## src/rtl/dqvr_pkg.sv

```systemverilog
// Shared types and codes for the deque with value removal.
// Used by the core and its checker; depends on nothing else.
`timescale 1ns / 1ps
`default_nettype none

package dqvr_pkg;

    typedef logic [2:0]        opcode_t;
    typedef logic [1:0]        status_t;
    typedef logic signed [31:0] value_t;
    typedef logic [4:0]        count_out_t;

    // Operation codes.
    localparam opcode_t OP_PUSH_BACK  = 3'd0;
    localparam opcode_t OP_PUSH_FRONT = 3'd1;
    localparam opcode_t OP_POP_BACK   = 3'd2;
    localparam opcode_t OP_POP_FRONT  = 3'd3;
    localparam opcode_t OP_REMOVE     = 3'd4;

    // Result status codes.
    localparam status_t ST_OK       = 2'd0;
    localparam status_t ST_EMPTY    = 2'd1;
    localparam status_t ST_NOTFOUND = 2'd2;
    localparam status_t ST_FULL     = 2'd3;

endpackage

`default_nettype wire

```

## src/rtl/deque_with_value_removal_core.sv

```systemverilog
// A push, no-op, or pop or remove on an empty list goes from S_EXEC to S_DONE; other pops
// pass S_POP_RD to read the entry. Remove compares entries from the front (S_SCAN_RD,
// S_SCAN_CMP), then moves the entries after the match down (S_SHIFT_RD, S_SHIFT_WR). One
// memory port pair and one compare unit set this; s_ready is low from acceptance until
// the result is registered, so the next beat can be accepted once m_valid rises, later
// while an old result still waits. Reset (aresetn low, synchronous) empties the list and
// clears strict mode; the entry memory itself is not cleared and needs no clearing pass.
`timescale 1ns / 1ps
`default_nettype none

module deque_with_value_removal_core #(
    parameter int DEPTH = 16
) (
    input  wire logic                 aclk,
    input  wire logic                 aresetn,
    // Input beats.
    input  wire logic                 s_valid,
    output logic                      s_ready,
    input  wire dqvr_pkg::opcode_t    s_opcode,
    input  wire dqvr_pkg::value_t     s_data_in,
    // Result beats.
    output logic                      m_valid,
    input  wire logic                 m_ready,
    output dqvr_pkg::value_t          m_data_out,
    output dqvr_pkg::status_t         m_status,
    output dqvr_pkg::count_out_t      m_entry_count,
    // Configuration beats.
    input  wire logic                 cfg_valid,
    output logic                      cfg_ready,
    input  wire logic                 cfg_strict_mode
);
    import dqvr_pkg::*;

    localparam int AW = (DEPTH > 1) ? $clog2(DEPTH) : 1;
    localparam int CW = $clog2(DEPTH + 1);
    localparam int SW = CW + 1;

    // Sequencer states.
    localparam logic [2:0] S_IDLE     = 3'd0;
    localparam logic [2:0] S_EXEC     = 3'd1;
    localparam logic [2:0] S_POP_RD   = 3'd2;
    localparam logic [2:0] S_SCAN_RD  = 3'd3;
    localparam logic [2:0] S_SCAN_CMP = 3'd4;
    localparam logic [2:0] S_SHIFT_RD = 3'd5;
    localparam logic [2:0] S_SHIFT_WR = 3'd6;
    localparam logic [2:0] S_DONE     = 3'd7;

    logic [2:0]    state_reg, state_next;
    logic [AW-1:0] head_reg, head_next;
    logic [CW-1:0] count_reg, count_next;
    logic [CW-1:0] idx_reg, idx_next;
    opcode_t       op_reg;
    value_t        data_reg;
    logic          strict_reg;
    value_t        dout_reg, dout_next;
    status_t       status_reg, status_next;
    logic          m_valid_reg;
    value_t        m_data_out_reg;
    status_t       m_status_reg;
    count_out_t    m_count_reg;

    // Entry memory with registered read data.
    logic [31:0]   mem [DEPTH];
    logic [31:0]   rd_data_reg;
    logic          rd_en, wr_en;
    logic [AW-1:0] rd_addr, wr_addr;
    logic [31:0]   wr_data;

    // Shared address unit: list position to circular memory address.
    logic [CW-1:0] pos_off;
    logic [SW-1:0] pos_sum;
    logic [AW-1:0] pos_addr;
    logic [AW-1:0] head_dec;
    logic          is_full, is_empty, match, load_out;

    assign s_ready   = (state_reg == S_IDLE);
    assign cfg_ready = 1'b1;
    assign m_valid       = m_valid_reg;
    assign m_data_out    = m_data_out_reg;
    assign m_status      = m_status_reg;
    assign m_entry_count = m_count_reg;

    assign is_full  = (count_reg == CW'(DEPTH));
    assign is_empty = (count_reg == '0);
    assign match    = (rd_data_reg == data_reg);
    assign load_out = (state_reg == S_DONE) && (!m_valid_reg || m_ready);
    assign head_dec = (head_reg == '0) ? AW'(DEPTH - 1) : (head_reg - AW'(1));

    // Select the list offset that the address unit converts this cycle.
    always_comb begin
        pos_off = idx_reg;
        if (state_reg == S_EXEC) begin
            if (op_reg == OP_PUSH_BACK) begin
                pos_off = count_reg;
            end else if (op_reg == OP_POP_BACK) begin
                pos_off = count_reg - CW'(1);
            end else begin
                pos_off = '0;
            end
        end else if (state_reg == S_SHIFT_RD) begin
            pos_off = idx_reg + CW'(1);
        end
    end

    // Wrap head plus offset once; the sum stays below twice the depth.
    assign pos_sum  = SW'(head_reg) + SW'(pos_off);
    assign pos_addr = (pos_sum >= SW'(DEPTH)) ? AW'(pos_sum - SW'(DEPTH)) : AW'(pos_sum);

    // Sequencer: one memory access and one compare per step.
    always_comb begin
        state_next  = state_reg;
        head_next   = head_reg;
        count_next  = count_reg;
        idx_next    = idx_reg;
        dout_next   = dout_reg;
        status_next = status_reg;
        rd_en       = 1'b0;
        wr_en       = 1'b0;
        rd_addr     = pos_addr;
        wr_addr     = pos_addr;
        wr_data     = data_reg;

        unique case (state_reg)
            S_IDLE: begin
                if (s_valid) begin
                    state_next = S_EXEC;
                end
            end
            S_EXEC: begin
                dout_next   = '0;
                status_next = ST_OK;
                state_next  = S_DONE;
                unique case (op_reg)
                    OP_PUSH_BACK: begin
                        if (is_full) begin
                            status_next = ST_FULL;
                        end else begin
                            wr_en      = 1'b1;
                            count_next = count_reg + CW'(1);
                        end
                    end
                    OP_PUSH_FRONT: begin
                        if (is_full) begin
                            status_next = ST_FULL;
                        end else begin
                            wr_en      = 1'b1;
                            wr_addr    = head_dec;
                            head_next  = head_dec;
                            count_next = count_reg + CW'(1);
                        end
                    end
                    OP_POP_BACK, OP_POP_FRONT: begin
                        if (is_empty) begin
                            status_next = ST_EMPTY;
                        end else begin
                            rd_en      = 1'b1;
                            count_next = count_reg - CW'(1);
                            state_next = S_POP_RD;
                            if (op_reg == OP_POP_FRONT) begin
                                head_next = (head_reg == AW'(DEPTH - 1)) ? '0
                                                                          : head_reg + AW'(1);
                            end
                        end
                    end
                    OP_REMOVE: begin
                        if (is_empty) begin
                            status_next = strict_reg ? ST_EMPTY : ST_OK;
                        end else begin
                            idx_next   = '0;
                            state_next = S_SCAN_RD;
                        end
                    end
                    default: begin
                    end
                endcase
            end
            S_POP_RD: begin
                dout_next  = rd_data_reg;
                state_next = S_DONE;
            end
            S_SCAN_RD: begin
                rd_en      = 1'b1;
                state_next = S_SCAN_CMP;
            end
            S_SCAN_CMP: begin
                if (match) begin
                    if ((idx_reg + CW'(1)) == count_reg) begin
                        count_next = count_reg - CW'(1);
                        state_next = S_DONE;
                    end else begin
                        state_next = S_SHIFT_RD;
                    end
                end else if ((idx_reg + CW'(1)) == count_reg) begin
                    status_next = strict_reg ? ST_NOTFOUND : ST_OK;
                    state_next  = S_DONE;
                end else begin
                    idx_next   = idx_reg + CW'(1);
                    state_next = S_SCAN_RD;
                end
            end
            S_SHIFT_RD: begin
                rd_en      = 1'b1;
                state_next = S_SHIFT_WR;
            end
            S_SHIFT_WR: begin
                wr_en   = 1'b1;
                wr_data = rd_data_reg;
                if ((idx_reg + CW'(2)) == count_reg) begin
                    count_next = count_reg - CW'(1);
                    state_next = S_DONE;
                end else begin
                    idx_next   = idx_reg + CW'(1);
                    state_next = S_SHIFT_RD;
                end
            end
            S_DONE: begin
                if (load_out) begin
                    state_next = S_IDLE;
                end
            end
            default: begin
                state_next = S_IDLE;
            end
        endcase
    end

    // Entry memory.
    always_ff @(posedge aclk) begin
        if (wr_en) begin
            mem[wr_addr] <= wr_data;
        end
        if (rd_en) begin
            rd_data_reg <= mem[rd_addr];
        end
    end

    // Control state.
    always_ff @(posedge aclk) begin
        if (!aresetn) begin
            state_reg   <= S_IDLE;
            head_reg    <= '0;
            count_reg   <= '0;
            strict_reg  <= 1'b0;
            m_valid_reg <= 1'b0;
        end else begin
            state_reg <= state_next;
            head_reg  <= head_next;
            count_reg <= count_next;
            if (cfg_valid) begin
                strict_reg <= cfg_strict_mode;
            end
            if (load_out) begin
                m_valid_reg <= 1'b1;
            end else if (m_ready) begin
                m_valid_reg <= 1'b0;
            end
        end
    end

    // Payload registers.
    always_ff @(posedge aclk) begin
        idx_reg    <= idx_next;
        dout_reg   <= dout_next;
        status_reg <= status_next;
        if (s_valid && s_ready) begin
            op_reg   <= s_opcode;
            data_reg <= s_data_in;
        end
        if (load_out) begin
            m_data_out_reg <= dout_reg;
            m_status_reg   <= status_reg;
            m_count_reg    <= count_out_t'(count_reg);
        end
    end

endmodule

`default_nettype wire

```

## config.mk

```make
export PLATFORM = sky130hd
export DESIGN_NAME = deque_with_value_removal_core
export DESIGN_NICKNAME = d
export VERILOG_FILES = /design/src/rtl/dqvr_pkg.sv /design/src/rtl/deque_with_value_removal_core.sv
export SDC_FILE = /design/constraint.sdc
export NUM_CORES = 1
export LEC_CHECK = 0
export ABC_AREA = 1
export BUFFER_PORTS_ARGS = -buffer_cell sky130_fd_sc_hd__buf_2
export CAP_MARGIN = 0
export CORE_UTILIZATION = 40
export DETAILED_ROUTE_END_ITERATION = 10
export PLACE_DENSITY_LB_ADDON = 0.08
export SLEW_MARGIN = 15
export SYNTH_ARGS = -nofsm -noshare
export SYNTH_HDL_FRONTEND = slang
export SYNTH_SLANG_ARGS = --single-unit
```

## constraint.sdc

```tcl
create_clock -name aclk -period 9.55 [get_ports aclk]
set_input_delay 0 -clock aclk [delete_from_list [all_inputs] [get_ports aclk]]
set_output_delay 0 -clock aclk [all_outputs]
set_load 0.005 [all_outputs]
```

==> impl_metrics.json, run 1 <==
{
  "ir_drop_mv": 0.349,
  "synth_top_family_by_area": "compound AO/OA/AOI/OAI gates",
  "hp-class": "in2reg",
  "cp_max_fo": 36,
  "critPathBufInv": 3,
  "syn2layout_area_growth_pct": 15.5,
  "num-fill-cells": 5990,
  "clk_pin_slew_ns": 0.06,
  "status": "complete, no violations",
  "ys_ff_latch": 671,
  "via_per_inst": 5.35,
  "root_buffer": "clkbuf_16",
  "busiest_layer": "met2",
  "core_sq_um": 67300,
  "arrival_ns": 5.46,
  "numCtsBuffers": 75,
  "drt_pass1_iterations": 5,
  "crit_chain": "inv_1 > ha_1 > xnor2_1 > inv_1 > a221oi_1 > a211oi_1 > ha_1 > a21oi_1 > nand2_1 > xor2_1 > a21o_1 > nand2_4 > nand2_1 > nand3_1 > nor2_4 > buf_4",
  "async_flop_share_pct": 0,
  "met1_usage_pct": 27.8,
  "largest_reg_flops": 512,
  "cts_tree": "done",
  "syn_avg_cell_area_sq_um": 13.8,
  "timing.final.crit_period_ns": 5.20,
  "postCtsSetupRepairBufs": 0,
  "place_inst": 2871,
  "clk_latency_ns": 0.62,
  "synth_flop_cell": "edfxtp_1",
  "largest-register": "mem",
  "rsz0062_at_grt": "no",
  "overflow": 0,
  "grt_antenna_before_repair": 0,
  "slew_headroom_pct": 20.3,
  "synth_area_leaders": "edfxtp_1 (72%), o21ai_0 (4.4%), o221ai_1 (4.1%)",
  "grt_use_met3_pct": 3.32,
  "synth_xor_area_share_pct": 1.25,
  "synth_top_area_cell": "edfxtp_1",
  "rows": 95,
  "synth_cell_type_count": 43,
  "synth_edf_count": 657,
  "fin_crit_sh_pct": 54.5,
  "cp-start-kind": "flip-flop",
  "leakage_nw": 10.8,
  "worst_pin_slew_ns": 1.19,
  "synth_nets": 2035,
  "syn_area_sq_um": 27300,
  "setup_viol": 0,
  "drc": 0,
  "hold_viol": 0,
  "first_global_vias": 16100,
  "grt_start_max_net_pins": 163,
  "cp.required_ns": 9.81,
  "synth-simple-area-share_pct": 8.85,
  "routabilityCongestion": 0.829,
  "synth_compound_area_share_pct": 10.3,
  "drive_gt1_share_pct": 15.3,
  "start_util_pct": 40.5,
  "die_w_um": 263,
  "die_area_sq_um": 69200,
  "cap_violations": 0,
  "post_drt_wl_per_cell_um": 23.1,
  "synthTopCellsByCount": "edfxtp_1 (657), nor2_1 (286), o21ai_0 (238)",
  "seq_area_sq_um": 20000,
  "die_height_um": 263,
  "instances_no_fill": 3045,
  "cts.path.max_buffers": 3,
  "synth_top_area_share_pct": 72.4,
  "cts_num_sinks": 671,
  "ys_warn_count": 0,
  "synthCells": 1982,
  "grt_util_met2_pct": 33.8,
  "yosysMostFrequentCell": "edfxtp_1",
  "fin_setup_tns_ns": 0,
  "slowest_stage": "nor2_4",
  "dp_hpwl_um": 37800,
  "grt_pass1_wl_um": 104000,
  "dr.first_iter.drc_count": 1214,
  "seq_area_frac_synth_pct": 73.4,
  "max_freq_mhz": 192,
  "crit_family": "simple AND/OR/NAND/NOR gates",
  "muxShareOfSynthArea_pct": 2.35,
  "slowest_delay_ns": 0.64,
  "postRouteAntennaNets": 0,
  "ios": 83,
  "grt_use_total_pct": 20.4,
  "htree_levels": 3,
  "fin_nets": 2170,
  "multi_input_area_sq_um": 6560,
  "synth_fa_ha_area_share_pct": 0.578,
  "io_buffers": 81,
  "dr_total_vias": 16300,
  "fin_worst_skew_ns": 0.0199,
  "antenna_cells": 0,
  "wl_um": 70200,
  "end_kind": "flip-flop",
  "critPathKind": "reg2reg",
  "drv_slew": 0,
  "p_per_area_nw_per_um2": 354
}
cells by family after synthesis:
family | count (synthesis)
compound gates | 429
fa+ha+maj | 12
simple gates | 555
flops | 671
mux | 64
buf+inv | 211
xor+xnor | 39
other cells | 1
area by class of cell:
class | instances | area share, %
Sequential cell | 671 | 63.5
Multi-Input combinational cell | 1100 | 20.8
Clock buffer | 93 | 6.24
Timing Repair Buffer | 168 | 3.73
Tap cell | 873 | 3.47
Inverter | 101 | 1.22
Clock inverter | 39 | 0.997
worst paths after layout:
path	from	to	slack, ns	depth (start not counted)
worst max-delay path	count_reg[1]$_SDFFE_PN0P_	mem[5][5]$_DFFE_PP_	4.35	16
worst min register to register	dout_reg[17]$_SDFFCE_PN0N_	m_data_out[17]$_DFFE_PP_	0.40	0
worst min-delay path	s_data_in[13]	data_reg[13]$_DFFE_PP_	0.08	2
worst max register to register	count_reg[1]$_SDFFE_PN0P_	mem[5][5]$_DFFE_PP_	4.35	16
through the flow:
step / instance area (sq um) / setup slack (ns) / hold slack [ns] / power (mW) / util [%]
after floorplan: 27300 / 5.23 / 0.0989 / 7.14 / -
after global placement: 28800 / 4.33 / 0.176 / 8.47 / 42.8
after detailed placement: 28800 / 4.32 / 0.178 / 8.52 / 42.8
after CTS: 31500 / 4.27 / 0.0523 / 11.3 / 46.8
after global routing: 31500 / 4.03 / 0.0613 / 11.8 / 46.8
final: 31500 / 4.35 / 0.0835 / 11.1 / 46.8
cells in the final DEF, fill, tap and decap left out, types with 3 or more instances in the layout:
cell / synthesis / routed
ha_1: 11 / 10
buf_2: 15 / 81
o21ai_1: 3 / 22
clkbuf_16: 0 / 76
mux2i_1: 64 / 64
dfxtp_1: 14 / 14
nand3_2: 33 / 33
o21ai_0: 238 / 217
nor3_1: 4 / 4
nor2_4: 4 / 22
clkinv_2: 0 / 10
o221ai_1: 128 / 128
edfxtp_1: 657 / 657
xor2_1: 11 / 10
nand3_1: 31 / 31
dlygate4sd3_1: 0 / 42
nor2_1: 286 / 268
inv_2: 11 / 11
bufinv_16: 0 / 4
nand2_1: 183 / 182
clkinv_8: 0 / 3
inv_1: 90 / 87
nand4_1: 7 / 7
o21ai_2: 31 / 33
a211oi_1: 4 / 4
xnor2_1: 28 / 28
buf_4: 2 / 44
a21oi_1: 15 / 15
clkbuf_1: 79 / 17
clkinv_1: 0 / 21
what timing repair did:
| action | 4_1_cts | 5_1_grt |
|---|---|---|
| hold endpoints to repair | 49 | 0 |
| resized for setup | 0 | 0 |
| hold buffers | 42 | 0 |
worst reg2reg max path: cells and delay by family (launching register included):
kind                     cells  cell delay, ns
AO/OA/AOI/OAI                4            0.81
XOR/XNOR                     2            0.32
adder cells (fa/ha/maj)      2            0.62
buffers and inverters        3            0.81
flip-flops                   1            0.52
AND/OR/NAND/NOR              5            1.74
report_power, final:
part           switching [mW]  total [mW]  internal [mW]
logic                    3.12        4.41           1.30
registers               0.156        4.01           3.86
clock network            1.15        2.71           1.57
metal layers:
| metal | up-vias | part of all wire, % |
|---|---|---|
| li1 | 7619 | - |
| met1 | 8237 | 46 |
| met2 | 348 | 48 |
| met3 | 92 | 4.1 |
| met4 | 0 | 2.1 |
| met5 | - | 0 |
Note: power is estimated with default switching activity, not from simulation.
==> run 2: changes to the inputs <==
--- a/config.mk
+++ b/config.mk
@@ -5,7 +5,7 @@
 export SDC_FILE = /design/constraint.sdc
 export NUM_CORES = 1
 export LEC_CHECK = 0
-export ABC_AREA = 1
+export ABC_AREA = 0
 export BUFFER_PORTS_ARGS = -buffer_cell sky130_fd_sc_hd__buf_2
 export CAP_MARGIN = 0
 export CORE_UTILIZATION = 40
==> constraint.sdc (replaced) <==
create_clock -name aclk -period 4.9 [get_ports aclk]
set_input_delay 0 -clock aclk [delete_from_list [all_inputs] [get_ports aclk]]
set_output_delay 0 -clock aclk [all_outputs]
set_load 0.005 [all_outputs]
==> impl_metrics.json, run 2 <==
{
  "antenna_cells": 0,
  "ios": 83,
  "status": "complete, no violations",
  "final_area_sq_um": 31200,
  "cp_max_fo": 20,
  "postCtsSetupRepairBufs": 0,
  "cap_violations": 0,
  "post_drt_wl_per_cell_um": 26.0,
  "ys_warn_count": 0,
  "drt_pass1_iterations": 5,
  "slowest_stage": "nor2_4",
  "cts_num_sinks": 671,
  "fin_setup_tns_ns": 0,
  "fin_crit_sh_pct": 89.0,
  "die_height_um": 260,
  "hp-class": "in2reg",
  "critPathBufInv": 3,
  "final_common_cell": "edfxtp_1",
  "drive_gt1_share_pct": 26.1,
  "cts_tree": "done",
  "first_global_vias": 13900,
  "async_flop_share_pct": 0,
  "wl_um": 65000,
  "synth_top_area_cell": "edfxtp_1",
  "rsz0062_at_grt": "no",
  "synth_flop_cell": "edfxtp_1",
  "rows": 94,
  "root_buffer": "clkbuf_16",
  "end_kind": "flip-flop",
  "numCtsBuffers": 74,
  "synth_cell_type_count": 66,
  "hold_viol": 0,
  "seq_area_frac_synth_pct": 75.0,
  "instances_no_fill": 2505,
  "cp-start-kind": "flip-flop",
  "p_per_area_nw_per_um2": 499,
  "synthCells": 1414,
  "slew_headroom_pct": 27.2,
  "cp.required_ns": 5.19,
  "synth_edf_count": 657,
  "synth_area_leaders": "edfxtp_1 (74%), mux4_2 (11%), nand2_1 (2.2%)",
  "cts.path.max_buffers": 3,
  "arrival_ns": 4.65,
  "dp_hpwl_um": 38500,
  "grt_pass1_wl_um": 95500,
  "yosysMostFrequentCell": "edfxtp_1",
  "htree_levels": 3,
  "postRouteAntennaNets": 0,
  "syn_avg_cell_area_sq_um": 18.9,
  "die_w_um": 260,
  "num-fill-cells": 5588,
  "grt_start_max_net_pins": 71,
  "die_area_sq_um": 67800,
  "max_freq_mhz": 229,
  "fin_nets": 1638,
  "cts-hold-fix-buffers": 43,
  "dr_total_vias": 13400,
  "slowest_delay_ns": 0.62,
  "routabilityCongestion": 0.790,
  "clk_pin_slew_ns": 0.06,
  "fin_worst_skew_ns": 0.0191,
  "critPathKind": "reg2reg",
  "timing.final.crit_period_ns": 4.36,
  "ir_drop_mv": 0.260,
  "synthTopCellsByCount": "edfxtp_1 (657), nand2_1 (153), mux4_2 (128)",
  "syn_area_sq_um": 26700,
  "place_inst": 2330,
  "grt_antenna_before_repair": 1,
  "dr.first_iter.drc_count": 1122,
  "leakage_nw": 10.3,
  "core_sq_um": 65900,
  "io_buffers": 81,
  "setup_viol": 0,
  "clk_latency_ns": 0.62,
  "start_util_pct": 40.5,
  "via_per_inst": 5.36,
  "synth_top_area_share_pct": 73.9,
  "drv_slew": 0,
  "ys_ff_latch": 671,
  "drc": 0,
  "largest-register": "mem",
  "syn2layout_area_growth_pct": 17.0,
  "worst_pin_slew_ns": 1.09,
  "largest_reg_flops": 512,
  "cts_resized": 0,
  "synth_nets": 1467,
  "crit_chain": "inv_1 > ha_1 > nand2_1 > xor2_1 > o41ai_1 > ha_1 > a21oi_1 > nand2_1 > xor2_1 > buf_4 > xnor2_4 > a32oi_1 > nor2_4 > buf_12",
  "crit_family": "compound AO/OA/AOI/OAI gates",
  "grt_use_total_pct": 19.8,
  "place_area_sq_um": 28500,
  "final_cell_mix": "edfxtp_1 (657), nand2_1 (153), mux4_2 (128), buf_2 (81), clkbuf_16 (78)",
  "overflow": 0
}
## run 2: changes by cell type in the layout (fill, tap and decap cells not counted), moves of 36 or more
cell	before	now
and2_1	0	36
mux2i_1	64	10
o21ai_0	217	10
mux4_2	0	128
o221ai_1	128	1
nor2_1	268	21
inv_1	87	12
a31oi_1	0	37
## run 2: path summary, 6_finish.rpt
path,cells past startpoint,end,slack (ns),startpoint
worst max-delay path,14,mem[6][6]$_DFFE_PP_,0.54,count_reg[0]$_SDFFE_PN0P_
worst min register to register,0,m_data_out[29]$_DFFE_PP_,0.41,dout_reg[29]$_SDFFCE_PN0N_
worst min-delay path,2,data_reg[10]$_DFFE_PP_,0.09,s_data_in[10]
worst max register to register,14,mem[6][6]$_DFFE_PP_,0.54,count_reg[0]$_SDFFE_PN0P_
## run 2: metal layers
metal,GRT usage [%],vias up,part of all wire (%)
met5,0,-,0
met4,5.62,0,2.2
met3,3.67,85,5.0
met2,31.4,353,48
met1,28.0,7038,45
li1,-,5961,-
## run 2: through the flow
step / hold WS (ns) / setup WS (ns) / power (mW) / utilization [%]
floorplan: 0.0989 / 0.287 / 9.28 / -
global placement: 0.177 / 0.716 / 10.4 / 43.3
detailed placement: 0.178 / 0.534 / 10.4 / 43.3
CTS: 0.0532 / 0.489 / 15.8 / 47.4
global route: 0.0678 / 0.232 / 16.2 / 47.4
finish: 0.0899 / 0.540 / 15.6 / 47.4
## run 2: cells by family after synthesis
| logic type | Yosys count | synth area share, % |
|---|---|---|
| buf+inv | 88 | 1.54 |
| fa+ha+maj | 12 | 0.591 |
| compound gates | 94 | 2.45 |
| mux | 172 | 12.6 |
| flops | 671 | 75.0 |
| simple gates | 321 | 5.90 |
| xor+xnor | 55 | 1.93 |
| other cells | 1 | 0.0140 |
## run 2: final cells by class
| class | count | area [sq um] | share of cell area, % |
|---|---|---|---|
| Tap cell | 864 | 1080 | 3.46 |
| Sequential cell | 671 | 20000 | 64.1 |
| Clock inverter | 37 | 283 | 0.905 |
| Multi-Input combinational cell | 655 | 6470 | 20.7 |
| Inverter | 12 | 45.0 | 0.144 |
| Timing Repair Buffer | 171 | 1330 | 4.25 |
| Clock buffer | 95 | 2030 | 6.49 |
## run 2: worst register-to-register path, stage by stage, from the launching register on
cell and delay, ns:
dfxtp_1 0.52, inv_1 0.11, ha_1 0.25, nand2_1 0.09
xor2_1 0.07, o41ai_1 0.54, ha_1 0.42, a21oi_1 0.19
nand2_1 0.08, xor2_1 0.14, buf_4 0.18, xnor2_4 0.22
a32oi_1 0.28, nor2_4 0.62, buf_12 0.31
## run 2: power by group
part,switching (mW),internal (mW),leakage [nW]
clock network,2.23,3.09,1.13
registers,0.170,6.87,6.07
logic,1.92,1.31,3.07
==> run 3: changes to the inputs <==
--- a/config.mk
+++ b/config.mk
@@ -5,7 +5,7 @@
 export SDC_FILE = /design/constraint.sdc
 export NUM_CORES = 1
 export LEC_CHECK = 0
-export ABC_AREA = 0
+export ABC_AREA = 1
 export BUFFER_PORTS_ARGS = -buffer_cell sky130_fd_sc_hd__buf_2
 export CAP_MARGIN = 0
 export CORE_UTILIZATION = 40
==> impl_metrics.json, run 3 (synthesized netlist as in run 1, its figures left out) <==
{
  "dr.first_iter.drc_count": 1166,
  "leakage_nw": 11.0,
  "wl_um": 69700,
  "largest-register": "mem",
  "cp-start-kind": "flip-flop",
  "grt_antenna_before_repair": 0,
  "syn2layout_area_growth_pct": 17.2,
  "die_area_sq_um": 69200,
  "drive_gt1_share_pct": 16.8,
  "hold_slack_ns": 0.102,
  "hold_end": "data_reg[25]$_DFFE_PP_",
  "fin_nets": 2203,
  "root_buffer": "clkbuf_16",
  "status": "complete, no violations",
  "end_kind": "flip-flop",
  "crit_chain": "inv_1 > ha_1 > xnor2_1 > inv_1 > a221oi_1 > a211oi_1 > ha_1 > a21oi_1 > nand2_1 > xor2_1 > nand3_1 > nand3_1 > nand3_1 > nor2_4 > buf_12",
  "io_buffers": 81,
  "r2r-start": "count_reg[0]$_SDFFE_PN0P_",
  "core_sq_um": 67300,
  "postCtsSetupRepairBufs": 0,
  "cts_num_sinks": 671,
  "p_per_area_nw_per_um2": 691,
  "max_freq_mhz": 240,
  "final_cell_mix": "edfxtp_1 (657), nor2_1 (268), o21ai_0 (235), nand2_1 (182), o221ai_1 (128)",
  "first_global_vias": 16600,
  "cts-hold-fix-buffers": 41,
  "post_drt_wl_per_cell_um": 22.6,
  "grt_use_total_pct": 20.2,
  "overflow": 0,
  "drv_slew": 0,
  "setup_viol": 0,
  "ir_drop_mv": 0.865,
  "hold_viol": 0,
  "ios": 83,
  "fin_crit_sh_pct": 85.1,
  "crit_family": "simple AND/OR/NAND/NOR gates",
  "worst_pin_slew_ns": 1.13,
  "critPathBufInv": 3,
  "slowest_delay_ns": 0.55,
  "r2r_setup_slack_ns": 0.73,
  "clk_latency_ns": 0.60,
  "arrival_ns": 4.47,
  "slowest_stage": "nor2_4",
  "rows": 95,
  "start_util_pct": 40.5,
  "critPathKind": "reg2reg",
  "cp.required_ns": 5.20,
  "routabilityCongestion": 0.827,
  "cts_tree": "done",
  "r2r-end": "mem[9][6]$_DFFE_PP_",
  "cts.path.max_buffers": 3,
  "htree_levels": 3,
  "largest_reg_flops": 512,
  "hold_path_startpoint": "s_data_in[25]",
  "r2r_cells": 15,
  "via_per_inst": 5.35,
  "die_height_um": 263,
  "slew_headroom_pct": 24.8,
  "rsz0062_at_grt": "no",
  "drt_pass1_iterations": 5,
  "worst_hold_path.num_cells": 2,
  "grt_start_max_net_pins": 165,
  "die_w_um": 263,
  "timing.final.crit_period_ns": 4.17,
  "antenna_cells": 0,
  "postRouteAntennaNets": 0,
  "cap_violations": 0,
  "drc": 0,
  "cp_max_fo": 13,
  "dp_hpwl_um": 39000,
  "grt_pass1_wl_um": 105000,
  "clk_pin_slew_ns": 0.06,
  "hp-class": "in2reg",
  "cts_resized": 0,
  "fin_worst_skew_ns": 0.0155,
  "final_common_cell": "edfxtp_1",
  "dr_total_vias": 16500,
  "numCtsBuffers": 76,
  "fin_setup_tns_ns": 0,
  "crit_top_cell": "nand3_1"
}
==> run 3: cell types whose count changed in the layout (fill, tap and decap cells not counted), moves of 54 or more <==
| cell | previous run | this run |
|---|---|---|
| o21ai_0 | 10 | 235 |
| mux2i_1 | 10 | 64 |
| inv_1 | 12 | 87 |
| o221ai_1 | 1 | 128 |
| nor2_1 | 21 | 268 |
| mux4_2 | 128 | 0 |
==> run 3: power by group <==
part	internal [mW]	switching, mW	leakage [nW]
Sequential	7.50	0.292	6.07
Clock	3.31	2.26	1.17
Combinational	2.66	6.07	3.76
Total	13.5	8.62	11.0
==> run 3: worst max-delay path by stage <==
| stage | slack (ns) | cells after the start | endpoint | from |
|---|---|---|---|---|
| global route | 0.52 | 16 | mem[0][30]$_DFFE_PP_ | count_reg[1]$_SDFFE_PN0P_ |
| floorplan | 0.58 | 13 | mem[12][0]$_DFFE_PP_ | op_reg[2]$_DFFE_PP_ |
| finish | 0.73 | 15 | mem[9][6]$_DFFE_PP_ | count_reg[0]$_SDFFE_PN0P_ |
| global placement | 0.82 | 15 | mem[9][10]$_DFFE_PP_ | count_reg[0]$_SDFFE_PN0P_ |
| detailed placement | 0.79 | 16 | mem[0][23]$_DFFE_PP_ | count_reg[0]$_SDFFE_PN0P_ |
| CTS | 0.77 | 16 | mem[0][16]$_DFFE_PP_ | count_reg[0]$_SDFFE_PN0P_ |
==> run 3: stage by stage <==
stage	instance area [sq um]	instances	total power [mW]	utilization [%]	setup slack, ns
2_1_floorplan	27300	1982	13.9	-	0.581
3_3_place_gp	29200	2904	16.6	43.3	0.823
3_5_place_dp	29200	2904	16.7	43.3	0.791
4_1_cts	32000	3079	22.4	47.5	0.769
5_1_grt	32000	3079	23.4	47.5	0.519
6_report	32000	3079	22.1	47.5	0.731
==> run 3: per-layer routing <==
layer,GRT usage (%),vias up,wire (um)
li1,-,7697,-
met1,28.3,8354,32900
met2,33.0,322,32600
met3,3.03,97,2800
met4,5.04,0,1380
met5,0,-,0
==> run 3: layout make-up <==
| type | instances | area, sq um |
|---|---|---|
| sequential | 671 | 20000 |
| fill | 5877 | 35300 |
| clock buffer | 87 | 1940 |
| tap | 873 | 1090 |
| clock inverter | 47 | 457 |
| multi-input combinational | 1100 | 6550 |
| inverter | 101 | 382 |
| timing repair buffer | 200 | 1540 |
